File: config.mk
export PLATFORM = sky130hd
export DESIGN_NAME = lcd_4bit_over_shift_register
export DESIGN_NICKNAME = d
export VERILOG_FILES = /design/src/lcd4_pkg.sv /design/src/lcd_4bit_over_shift_register.sv /design/src/lcd4_frame_gen.sv
export VERILOG_INCLUDE_DIRS = /design/src /design/src/src
export SDC_FILE = /design/constraint.sdc
export NUM_CORES = 1
export LEC_CHECK = 0
export BUFFER_PORTS_ARGS = -buffer_cell sky130_fd_sc_hd__buf_4
export CORE_AREA = 2 2 75 77
export CTS_CLUSTER_SIZE = 10
export DETAILED_ROUTE_END_ITERATION = 12
export DIE_AREA = 0 0 77 79
export GPL_ROUTABILITY_DRIVEN = 0
export PLACE_DENSITY = 0.46
export SYNTH_ARGS = -nofsm -noshare
export SYNTH_HDL_FRONTEND = slang
export SYNTH_SLANG_ARGS = --single-unit
File: constraint.sdc
create_clock -name clock -period 2 [get_ports clock]
set_input_delay 0.1 -clock clock [delete_from_list [all_inputs] [get_ports clock]]
set_output_delay 0.1 -clock clock [all_outputs]
set_load 0.01 [all_outputs]
File: src/lcd_4bit_over_shift_register_defines.svh
// Assertion macros shared by the LCD shift-register driver.
`ifndef LCD_4BIT_OVER_SHIFT_REGISTER_DEFINES_SVH
`define LCD_4BIT_OVER_SHIFT_REGISTER_DEFINES_SVH
`ifndef NO_ASSERTIONS
// Antecedent holds: consequent must hold in the same cycle.
`define LCD4_ASSERT_NOW(label, clk, rst, ante, cons) \
   label: assert property (@(posedge clk) disable iff (rst) (ante) |-> (cons)) \
      else $error("assertion failed");
// Antecedent holds: consequent must hold in the next cycle.
`define LCD4_ASSERT_NEXT(label, clk, rst, ante, cons) \
   label: assert property (@(posedge clk) disable iff (rst) (ante) |=> (cons)) \
      else $error("assertion failed");
`else
`define LCD4_ASSERT_NOW(label, clk, rst, ante, cons)
`define LCD4_ASSERT_NEXT(label, clk, rst, ante, cons)
`endif
`endif

File: src/lcd4_pkg.sv
// Package: codes, control word type and microcode table of the LCD driver.
package lcd4_pkg;

   localparam int FRAME_BITS = 8;
   localparam int BIT_IDX_W  = $clog2(FRAME_BITS);
   localparam int ROM_DEPTH  = 7;
   localparam int STEP_W     = $clog2(ROM_DEPTH);

   localparam logic [2:0] FUNC_COMMAND = 3'd0;
   localparam logic [2:0] FUNC_DATA    = 3'd1;
   localparam logic [2:0] FUNC_CURSOR  = 3'd2;
   localparam logic [2:0] FUNC_CLEAR   = 3'd3;
   localparam logic [2:0] FUNC_GLYPH   = 3'd4;

   localparam logic [7:0] CURSOR_BASE = 8'h7F;
   localparam logic [7:0] GLYPH_BASE  = 8'h40;

   localparam logic [STEP_W-1:0] BYTE_ENTRY  = STEP_W'(0);
   localparam logic [STEP_W-1:0] CLEAR_ENTRY = STEP_W'(6);

   typedef enum logic {
      IDLE_STATE,
      RUN_STATE
   } seq_state_type;

   // One microcode step emits one frame.
   typedef struct packed {
      logic nib_low;   // send low nibble instead of high
      logic set_e;     // raise enable
      logic use_rs;    // raise register select when the request is data
      logic blank;     // all-zero frame
      logic stop;      // program ends after this frame
   } ctrl_word_type;

   function automatic ctrl_word_type ucode_rom(input logic [STEP_W-1:0] step);
      ctrl_word_type w;
      w = '0;
      unique case (step)
         3'd0: w = '{nib_low: 1'b0, set_e: 1'b0, use_rs: 1'b0, blank: 1'b0, stop: 1'b0};
         3'd1: w = '{nib_low: 1'b0, set_e: 1'b1, use_rs: 1'b1, blank: 1'b0, stop: 1'b0};
         3'd2: w = '{nib_low: 1'b0, set_e: 1'b0, use_rs: 1'b1, blank: 1'b0, stop: 1'b0};
         3'd3: w = '{nib_low: 1'b1, set_e: 1'b0, use_rs: 1'b0, blank: 1'b0, stop: 1'b0};
         3'd4: w = '{nib_low: 1'b1, set_e: 1'b1, use_rs: 1'b1, blank: 1'b0, stop: 1'b0};
         3'd5: w = '{nib_low: 1'b1, set_e: 1'b0, use_rs: 1'b1, blank: 1'b0, stop: 1'b1};
         3'd6: w = '{nib_low: 1'b0, set_e: 1'b0, use_rs: 1'b0, blank: 1'b1, stop: 1'b1};
         default: w = '{nib_low: 1'b0, set_e: 1'b0, use_rs: 1'b0, blank: 1'b1, stop: 1'b1};
      endcase
      return w;
   endfunction

   function automatic logic [7:0] row_offset(input logic [2:0] row);
      logic [7:0] off;
      off = 8'h00;
      unique case (row)
         3'd1: off = 8'h00;
         3'd2: off = 8'h40;
         3'd3: off = 8'h14;
         3'd4: off = 8'h54;
         default: off = 8'h00;
      endcase
      return off;
   endfunction

endpackage

File: src/lcd_4bit_over_shift_register.sv
// Top level: microcoded driver for a 4-bit character LCD behind a serial shift register.
// Latency: the first bit is offered the cycle after a request is taken; one bit per cycle
//   while rsp_stall is low. Command, data, cursor and glyph requests send the high and low
//   nibble frames of the byte, a clear one blank frame; a new request is taken only in idle.
// Requests that produce nothing (unused func, bad cursor row) are taken and dropped.
// Reset (synchronous, active high) returns the sequencer to idle; payload registers keep values.
`include "lcd_4bit_over_shift_register_defines.svh"
module lcd_4bit_over_shift_register (
   input  logic       clock,
   input  logic       reset,
   input  logic       req_valid,
   output logic       req_stall,
   input  logic [2:0] req_func,
   input  logic [7:0] req_byte_value,
   input  logic [4:0] req_column,
   input  logic [2:0] req_row,
   input  logic [2:0] req_glyph_slot,
   output logic       rsp_valid,
   input  logic       rsp_stall,
   output logic       rsp_serial_bit,
   output logic       rsp_frame_end,
   output logic       rsp_last
);
   import lcd4_pkg::*;

   seq_state_type           state_ff, state_in;
   logic [STEP_W-1:0]       step_ff, step_in;
   logic [BIT_IDX_W-1:0]    bit_ff, bit_in;
   logic [7:0]              byte_ff, byte_in;
   logic                    rs_en_ff, rs_en_in;

   logic                    req_take;
   logic                    req_live;     // request produces output
   logic [7:0]              req_byte;
   logic                    rsp_take;
   ctrl_word_type           ctrl;
   logic                    frame_end;

   assign req_take = req_valid && !req_stall;
   assign rsp_take = rsp_valid && !rsp_stall;

   // Decode the request into the byte to send and whether anything goes out.
   always_comb begin
      req_live = 1'b0;
      req_byte = req_byte_value;
      unique case (req_func)
         FUNC_COMMAND, FUNC_DATA: begin
            req_live = 1'b1;
         end
         FUNC_CURSOR: begin
            req_live = (req_row >= 3'd1) && (req_row <= 3'd4);
            req_byte = CURSOR_BASE + row_offset(req_row) + {3'b000, req_column};
         end
         FUNC_CLEAR: begin
            req_live = 1'b1;
         end
         FUNC_GLYPH: begin
            req_live = 1'b1;
            req_byte = GLYPH_BASE + {2'b00, req_glyph_slot, 3'b000};
         end
         default: begin
            req_live = 1'b0;
         end
      endcase
   end

   // Fetch the control word of the current step.
   assign ctrl = ucode_rom(step_ff);

   lcd4_frame_gen u_frame_gen (
      .ctrl       (ctrl),
      .byte_value (byte_ff),
      .rs_en      (rs_en_ff),
      .bit_idx    (bit_ff),
      .serial_bit (rsp_serial_bit),
      .frame_end  (frame_end)
   );

   // Next state: start on a live request, stop after the last bit of a stop step.
   always_comb begin
      state_in = state_ff;
      unique case (state_ff)
         IDLE_STATE: begin
            if (req_take && req_live) begin
               state_in = RUN_STATE;
            end
         end
         RUN_STATE: begin
            if (rsp_take && frame_end && ctrl.stop) begin
               state_in = IDLE_STATE;
            end
         end
         default: state_in = IDLE_STATE;
      endcase
   end

   // Datapath and sequencer counters.
   always_comb begin
      step_in  = step_ff;
      bit_in   = bit_ff;
      byte_in  = byte_ff;
      rs_en_in = rs_en_ff;
      if (req_take) begin
         // load the request and jump to its program entry
         byte_in  = req_byte;
         rs_en_in = (req_func == FUNC_DATA);
         step_in  = (req_func == FUNC_CLEAR) ? CLEAR_ENTRY : BYTE_ENTRY;
         bit_in   = '0;
      end else if (rsp_take) begin
         // advance one bit; at frame end advance the step unless it is a stop step
         bit_in = bit_ff + BIT_IDX_W'(1);
         if (frame_end && !ctrl.stop) begin
            step_in = step_ff + STEP_W'(1);
         end
      end
   end

   // Outputs: drive the handshake from the state, hold payload while stalled.
   always_comb begin
      rsp_valid     = (state_ff == RUN_STATE);
      req_stall     = (state_ff == RUN_STATE);
      rsp_frame_end = frame_end;
      rsp_last      = frame_end && ctrl.stop;
   end

   always_ff @(posedge clock) begin
      if (reset) begin
         state_ff <= IDLE_STATE;
         step_ff  <= '0;
         bit_ff   <= '0;
      end else begin
         state_ff <= state_in;
         step_ff  <= step_in;
         bit_ff   <= bit_in;
      end
   end

   always_ff @(posedge clock) begin
      byte_ff  <= byte_in;
      rs_en_ff <= rs_en_in;
   end

   // The final bit of a request always closes a frame.
   `LCD4_ASSERT_NOW(a_last_ends_frame, clock, reset, rsp_valid && rsp_last, rsp_frame_end)
   // A request with no output leaves the sequencer idle.
   `LCD4_ASSERT_NEXT(a_dead_req_idle, clock, reset, req_take && !req_live, !rsp_valid)
   // Finishing a non-final frame moves to the next step and restarts the bit count.
   `LCD4_ASSERT_NEXT(a_step_advance, clock, reset, rsp_take && frame_end && !ctrl.stop, (bit_ff == '0) && (step_ff == $past(step_ff) + STEP_W'(1)))

endmodule

File: src/lcd4_frame_gen.sv
// Frame builder: forms the current frame from the control word and picks one bit.
module lcd4_frame_gen (
   input  lcd4_pkg::ctrl_word_type          ctrl,
   input  logic [7:0]                       byte_value,
   input  logic                             rs_en,
   input  logic [lcd4_pkg::BIT_IDX_W-1:0]   bit_idx,
   output logic                             serial_bit,
   output logic                             frame_end
);
   import lcd4_pkg::*;

   logic [3:0] nibble;
   logic [7:0] frame;

   always_comb begin
      nibble = ctrl.nib_low ? byte_value[3:0] : byte_value[7:4];
      if (ctrl.blank) begin
         frame = 8'h00;
      end else begin
         frame = {nibble, 1'b0, ctrl.set_e, 1'b0, ctrl.use_rs & rs_en};
      end
   end

   // MSB first
   assign serial_bit = frame[~bit_idx];
   assign frame_end  = (bit_idx == BIT_IDX_W'(FRAME_BITS - 1));

endmodule
==> metrics.md, run 1 <==
| Metric | Value |
|---|---|
| Worst hold-check slack | `~0.067 ns` |
| Worst vdd rail ir drop | `193 uV` |
| Headroom to the max-slew limit | `between 50% and 60%` |
| First-pass GRT wire length | `5.44 mm` |
| Biggest area contributors in the synthesized netlist | `edfxtp_1 21%, ha_1 13%, dfxtp_1 11%` |
| Wirelength per Cell | `12.3 um` |
| CTS HTree Levels | `1` |
| Clock-pin transition on the worst setup and hold timing paths | `0.07 ns` |
| Library cells used by synthesis | `49` |
| PnR worst setup slack | `-0.156 ns` |
| Setup_tns | `-0.156 ns` |
| Vertical die dimension | `~79 um` |
| Count of flip-flops with a built-in enable after synthesis | `9` |
| Actual transition at the worst max-transition pin | `0.638 ns` |
| Final Max Slew Viols | `0` |
| Clock root buffer | `clkbuf_8` |
| Combinational family with the most area after synthesis | `compound AO/OA/AOI/OAI gates` |
| Placeable core region | `0.00534 mm^2` |
| Fraction of the mapped netlist area in compound gates | `~26%` |
| Total Die Area | `between 0.006 and 0.007 mm^2` |
| Detailed-route wire length | `between 3 and 4 mm` |
| Clock buffer count from CTS | `3` |
| Number of standard cells in the final layout excluding fillers | `between 200 and 300` |
| Area grow syn2layout | `44.8%` |
| Mapped Avg Cell Area | `between 9 and 10 um^2` |
| Adder and majority cell fraction of the synthesized area | `14.3%` |
| Crit. End Element | `primary output` |
| CP Launch Type | `register` |
| Number of cells traversed by the worst register-to-register path | `7` |
| Number of antenna repair diodes | `0` |
| Cell depth of the worst min-delay path | `2` |
| Multiplexer share of the synthesized area | `2.55%` |
| Main flop type after synthesis | `edfxtp_1` |
| Met1 track demand over resource in global routing | `around an eighth` |
| Power density relative to cell area | `513 mW/mm^2` |
| Setup WS pre-CTS | `-0.167 ns` |
| Highest net fanout along the worst path | `4` |
| Share of Yosys cell area claimed by the top area cell type | `21.2%` |
| Number of fillers in the final layout | `just under 600` |
| Cell area after synthesis | `between 0.001 and 0.0015 mm^2` |
| Remaining global-route overflow | `0` |
| Number of top-level pins | `31` |
| Most used routing layer in global routing | `met2` |
| Gate count of the mapped netlist | `between 100 and 150` |
| Unrepaired setup endpoints after global routing | `true` |
| Simple-gate portion of the synthesized area | `16.4%` |
| Final Hold Vio Count | `0` |
| Total vias in the final route | `roughly 1200` |
| Time the worst path needs with I/O delays and setup | `~2.2 ns` |
| Share of the core filled with cells | `approximately 35%` |
| Highest attainable clock frequency | `around 460 MHz` |
| Parity-gate share of the synthesized area counting xor and xnor cells | `~2.7%` |
| Worst EP required | `about 1.9 ns` |
| Arrival time of the worst setup path | `roughly 2 ns` |
| Type of the setup path with the least slack | `register to primary output` |
| Met2 track utilization from global routing | `20.4%` |
| Sinks on the clock net | `16` |
| Synth Net Count | `~180` |
| Count of maximum capacitance violations | `0` |
| Worst Clk Skew | `approximately 0.0054 ns` |
| Maximum number of pins on one net before global-route repair | `11` |
| Violations in the final reports | `setup timing` |
| Number of antenna violations at the first check in global routing | `0` |
| Number of synthesized register bits | `16` |
| Count of warnings emitted by yosys | `0` |
| Placed wire-length estimate after detailed placement | `about 2.6 mm` |
| Share of cells above drive strength 1 | `38.2%` |
| Number of nets in the finished design | `~230` |
| Starting Density | `a little under a quarter` |
| Setup-failing EPs final | `1` |
| Vias in the first global route | `between 1000 and 1500` |
| Global Route Usage Sum | `11.0%` |
| Leak pwr | `~0.0008 uW` |
| Result of the run | `finished with violations` |
| Library cell with the largest summed area after synthesis | `edfxtp_1` |
| Site Rows | `27` |
| Clk buf depth | `2` |
| Number of instances in the placed design | `about 250` |
| Count of port buffers added during placement | `30` |
| Clock tree from TritonCTS | `done` |
| Initial drt markers | `38` |
| Residual DRC | `0` |
| Share of synthesized area occupied by flip-flops and latches | `around 32%` |
| Met3 demand-to-capacity share in global routing | `about 1.6%` |
| Share of flip-flops with an asynchronous set or reset | `0%` |
| Final antenna-violating net count | `0` |
| Worst-skew pair later-pin latency | `between 0.2 and 0.3 ns` |
| Kind of path behind the tightest hold check | `primary input to register` |
| DRT Pass-1 Iters | `4` |
| DIE WIDTH | `around 77 um` |
| Avg Vias per Cell | `around 4.6` |
| Final worst path period share | `108%` |
-- critical path: stages (launching register included) --
cell and delay [ns]:
dfxtp_4 0.38, inv_4 0.05, ha_4 0.16, o21a_4 0.22
nor2_4 0.08, mux4_2 0.48, a311o_1 0.29, buf_6 0.13
-- placed cells by master (no fill, tap or decap), types with 2 or more instances in the layout --
cell type  count
a21o_1         2
a31o_2         2
buf_6          2
buf_4         46
dfxtp_1        5
a22o_1         3
xor2_1         3
nand2_1        5
clkbuf_8       3
ha_4           4
inv_4          2
nand2b_1       5
nor3b_1        3
nor2_1        11
a21oi_1        6
dfxtp_4        2
ha_1           8
a311o_1        2
a22oi_1        4
o21ai_0        7
edfxtp_1       9
a311oi_1       4
o32ai_1        2
clkinv_1       2
inv_1         13
-- state kept, by name, summed over array words and instances, names as in the netlist --
name	flops
bit_ff	3
rs_en_ff	1
byte_ff	8
step_ff	3
req_stall	1
-- path summary, 6_finish.rpt --
path                                 start        endpoint  slack, ns
worst min-delay path                 reset      step_ff[1]       0.07
worst max-delay path            step_ff[1]  rsp_serial_bit      -0.16
worst max register to register  step_ff[0]      step_ff[1]       0.38
worst min register to register   req_stall       req_stall       0.55
-- metal layers --
layer  routed length (um)  share of wire (%)
met5                    0                  0
met4                   58                1.8
met3                   87                2.7
met2                 1620                 51
met1                 1410                 44
-- cell families after synthesis --
| family | after synthesis |
|---|---|
| and+or+nand+nor | 38 |
| AOI/OAI and AO/OA | 44 |
| adders and majority gates | 14 |
| DFF | 16 |
| xor gates and xnor gates | 4 |
| muxes | 2 |
| buffers and inverters | 19 |
-- synthesized netlist by cell type, types with 2 or more instances --
master and n:
nand2b_1 5, o21ai_0 8, a21oi_1 7, nor3b_1 3
xor2_1 3, dfxtp_1 7, nor2_1 11, a31o_2 2
a311oi_1 4, inv_1 15, a22o_1 3, a21o_1 2
edfxtp_1 9, nor3_1 2, a311o_1 2, o32ai_1 2
ha_1 13, nand2_1 5, a22oi_1 4
-- repair_timing --
action	in CTS	in global routing
hold buffers	0	0
setup buffers	1	0
endpoints found under the setup margin	1	2
pin swaps	4	1
resized for setup	15	10
-- per-stage QoR --
stage               instance area [um^2]  total power, uW
floorplan                           1280              559
global placement                    1700              683
detailed placement                  1700              688
CTS                                 1820              953
global route                        1850             1010
finish                              1850              947
-- report_power, final --
part | total (uW) | switching (uW) | internal (uW)
Combinational | 306 | 141 | 165
Clock | 250 | 114 | 136
Sequential | 391 | 15.6 | 376
Total | 947 | 270 | 677
-- layout make-up --
type / count / area, um^2 / area share, %
clock inverter: 1 / 3.75 / 0.203
timing repair buffer: 48 / 368 / 19.9
tap: 72 / 90.1 / 4.87
inverter: 16 / 65.1 / 3.52
multi-input combinational: 102 / 862 / 46.6
clock buffer: 3 / 41.3 / 2.23
sequential: 16 / 418 / 22.6
No activity file was read; power rests on OpenSTA's default activity.
==> run 2, diff against run 1 <==
CORE_AREA = 2 2 77 79   (was 2 2 75 77)
DIE_AREA = 0 0 79 81   (was 0 0 77 79)
SYNTH_HIERARCHICAL = 1   (was not set)
==> metrics.md, run 2 <==
| Metric | Value |
|---|---|
| Result of the run | `finished, final reports clean` |
| Leading registers by flop count | `byte_ff: 8 flops, bit_ff: 3 flops, step_ff: 3 flops` |
| Number of antenna repair diodes | `0 (unchanged)` |
| Synth Net Count | `191 (+7.9%)` |
| Worst EP required | `1.90 ns (about the same)` |
| Sinks on the clock net | `16 (unchanged)` |
| Hold bufs inserted after CTS | `0 (unchanged)` |
| Sequential cell area | `418 um^2 (unchanged)` |
| Top register by number of flip-flops | `byte_ff` |
| Number of fillers in the final layout | `618 (+6.0%)` |
| Clock tree from TritonCTS | `done` |
| Number of top-level pins | `31 (unchanged)` |
| Kind of path behind the tightest hold check | `primary input to register` |
| Worst vdd rail ir drop | `210 uV (+8.8%)` |
| Avg Vias per Cell | `4.50 (-2.5%)` |
| Mapped Avg Cell Area | `8.89 um^2 (-4.6%)` |
| Area grow syn2layout | `39.1%` |
| CTS HTree Levels | `1 (unchanged)` |
| Final Hold Vio Count | `0 (unchanged)` |
| DRT Pass-1 Iters | `4 (unchanged)` |
| Kind of cell adding the most delay to the critical path | `flip-flops` |
| Type of the setup path with the least slack | `register to primary output` |
| Share of cells above drive strength 1 | `34.4% (-3.8 points)` |
| Detailed-route wire length | `3.10 mm (-2.4%)` |
| Worst Clk Skew | `0.00446 ns (-0.000899 ns)` |
| Placed wire-length estimate after detailed placement | `2.46 mm (-5.6%)` |
| Commonest non-fill, non-tap cells in the layout | `44 x buf_4, 16 x o21ai_0, 11 x nand2_1` |
| First-pass GRT wire length | `5.39 mm (-0.90%)` |
| Setup_tns | `0 ns (+0.156 ns)` |
| Actual transition at the worst max-transition pin | `0.405 ns (-0.233 ns)` |
| Time the worst path needs with I/O delays and setup | `1.98 ns (-0.180 ns)` |
| Highest net fanout along the worst path | `4 (unchanged)` |
| Clock buffer count from CTS | `3 (unchanged)` |
| Cell with the biggest individual delay on the critical path | `dfxtp_4` |
| Total Die Area | `0.00640 mm^2 (+5.2%)` |
| DIE WIDTH | `79 um (+2.6%)` |
| Crit. End Element | `primary output` |
| Final Max Slew Viols | `0 (unchanged)` |
| Starting Density | `23.8% (-0.10 points)` |
| Count of maximum capacitance violations | `0 (unchanged)` |
| Gate count of the mapped netlist | `152 (+11%)` |
| Maximum cell stage delay along the critical path | `0.39 ns (-0.09 ns)` |
| Remaining global-route overflow | `0 (unchanged)` |
| Number of nets in the finished design | `235 (+3.5%)` |
| Number of standard cells in the final layout excluding fillers | `270 (+4.7%)` |
| Power density relative to cell area | `489 mW/mm^2 (-4.7%)` |
| Site Rows | `28 (+3.7%)` |
| Unrepaired setup endpoints after global routing | `true` |
| Number of instances in the placed design | `264 (+4.3%)` |
| Clock-pin transition on the worst setup and hold timing paths | `0.07 ns (about the same)` |
| Setup-failing EPs final | `0 (-1)` |
| Headroom to the max-slew limit | `73.0% (+16 points)` |
| Count of warnings emitted by yosys | `6 (+6)` |
| Final antenna-violating net count | `0 (unchanged)` |
| Global Route Usage Sum | `10.6% (-0.40 points)` |
| Wirelength per Cell | `11.5 um (-6.8%)` |
| Clock root buffer | `clkbuf_8` |
| Number of antenna violations at the first check in global routing | `0 (unchanged)` |
| Arrival time of the worst setup path | `1.88 ns (-0.18 ns)` |
| Final worst path period share | `98.8% (-9.0 points)` |
| Area of the multi-input gates | `938 um^2 (+8.9%)` |
| Critical path buffers and inverters | `2 (unchanged)` |
| Total vias in the final route | `1216 (+2.0%)` |
| Placeable core region | `0.00568 mm^2 (+6.3%)` |
| Design Power | `918 uW (-3.1%)` |
| Cell area after synthesis | `0.00135 mm^2 (+5.9%)` |
| Residual DRC | `0 (unchanged)` |
| Vias in the first global route | `1212 (-2.4%)` |
| Initial drt markers | `40 (+5.3%)` |
| CP Launch Type | `register` |
| Leak pwr | `0.000789 uW (+0.20%)` |
| Max reg flops | `8 (unchanged)` |
| Clk buf depth | `2 (unchanged)` |
| Vertical die dimension | `81 um (+2.5%)` |
| Highest attainable clock frequency | `506 MHz (+9.1%)` |
| Count of port buffers added during placement | `30 (unchanged)` |
| Worst path cell trace | `inv_4, ha_4, o21ai_4, nand2b_4, mux2i_1, a31o_1, nor4_2, buf_4` |
| Maximum number of pins on one net before global-route repair | `16 (+5)` |
| Most frequent standard cell in the layout excluding fill and tap cells | `buf_4` |
| Worst-skew pair later-pin latency | `0.25 ns (about the same)` |
==> run 2: cell type report <==
class	count	share of cell area, %
Tap cell	75	4.99
Clock buffer	3	2.20
Multi-Input combinational cell	118	49.9
Inverter	13	2.86
Timing Repair Buffer	44	17.6
Sequential cell	16	22.2
Clock inverter	1	0.200
==> run 2: final timing paths <==
check / from / to / slack [ns] / depth (start not counted)
min: reset / step_ff[0] / 0.06 / 2
max: step_ff[1] / rsp_serial_bit / 0.02 / 8
min reg2reg: step_ff[1] / step_ff[1] / 0.58 / 1
max reg2reg: step_ff[0] / step_ff[2] / 0.34 / 6
==> run 2: repair_timing <==
| item | 4_1_cts | 5_1_grt |
|---|---|---|
| buffers inserted | 2 | 0 |
| pin swaps | 5 | 3 |
| gates resized for setup | 24 | 2 |
| endpoints found under the setup margin | 1 | 1 |
==> run 2: metrics by stage <==
stage	setup WS [ns]	hold WS [ns]	utilization [%]	area (um^2)
2_1_floorplan	0.116	0.169	-	1350
3_3_place_gp	-0.0799	0.338	30.4	1730
3_5_place_dp	-0.102	0.338	30.4	1730
4_1_cts	-0.0214	0.0619	33.0	1870
5_1_grt	-0.0442	0.0632	33.1	1880
6_report	0.0247	0.0634	33.1	1880
==> run 2: power by group <==
part | internal [uW] | leakage, uW | total, uW | switching, uW
clock | 136 | 0.0000231 | 245 | 109
combinational | 147 | 0.000619 | 284 | 138
sequential | 374 | 0.000146 | 388 | 14.9
==> run 2: routing by layer <==
metal,wire length [um],up-vias,part of all wire (%),GRT usage [%]
li1,-,637,-,-
met1,1430,547,46,13.1
met5,0,-,0,0
met2,1470,30,47,18.2
met4,34,0,1.1,3.62
met3,168,2,5.4,2.56
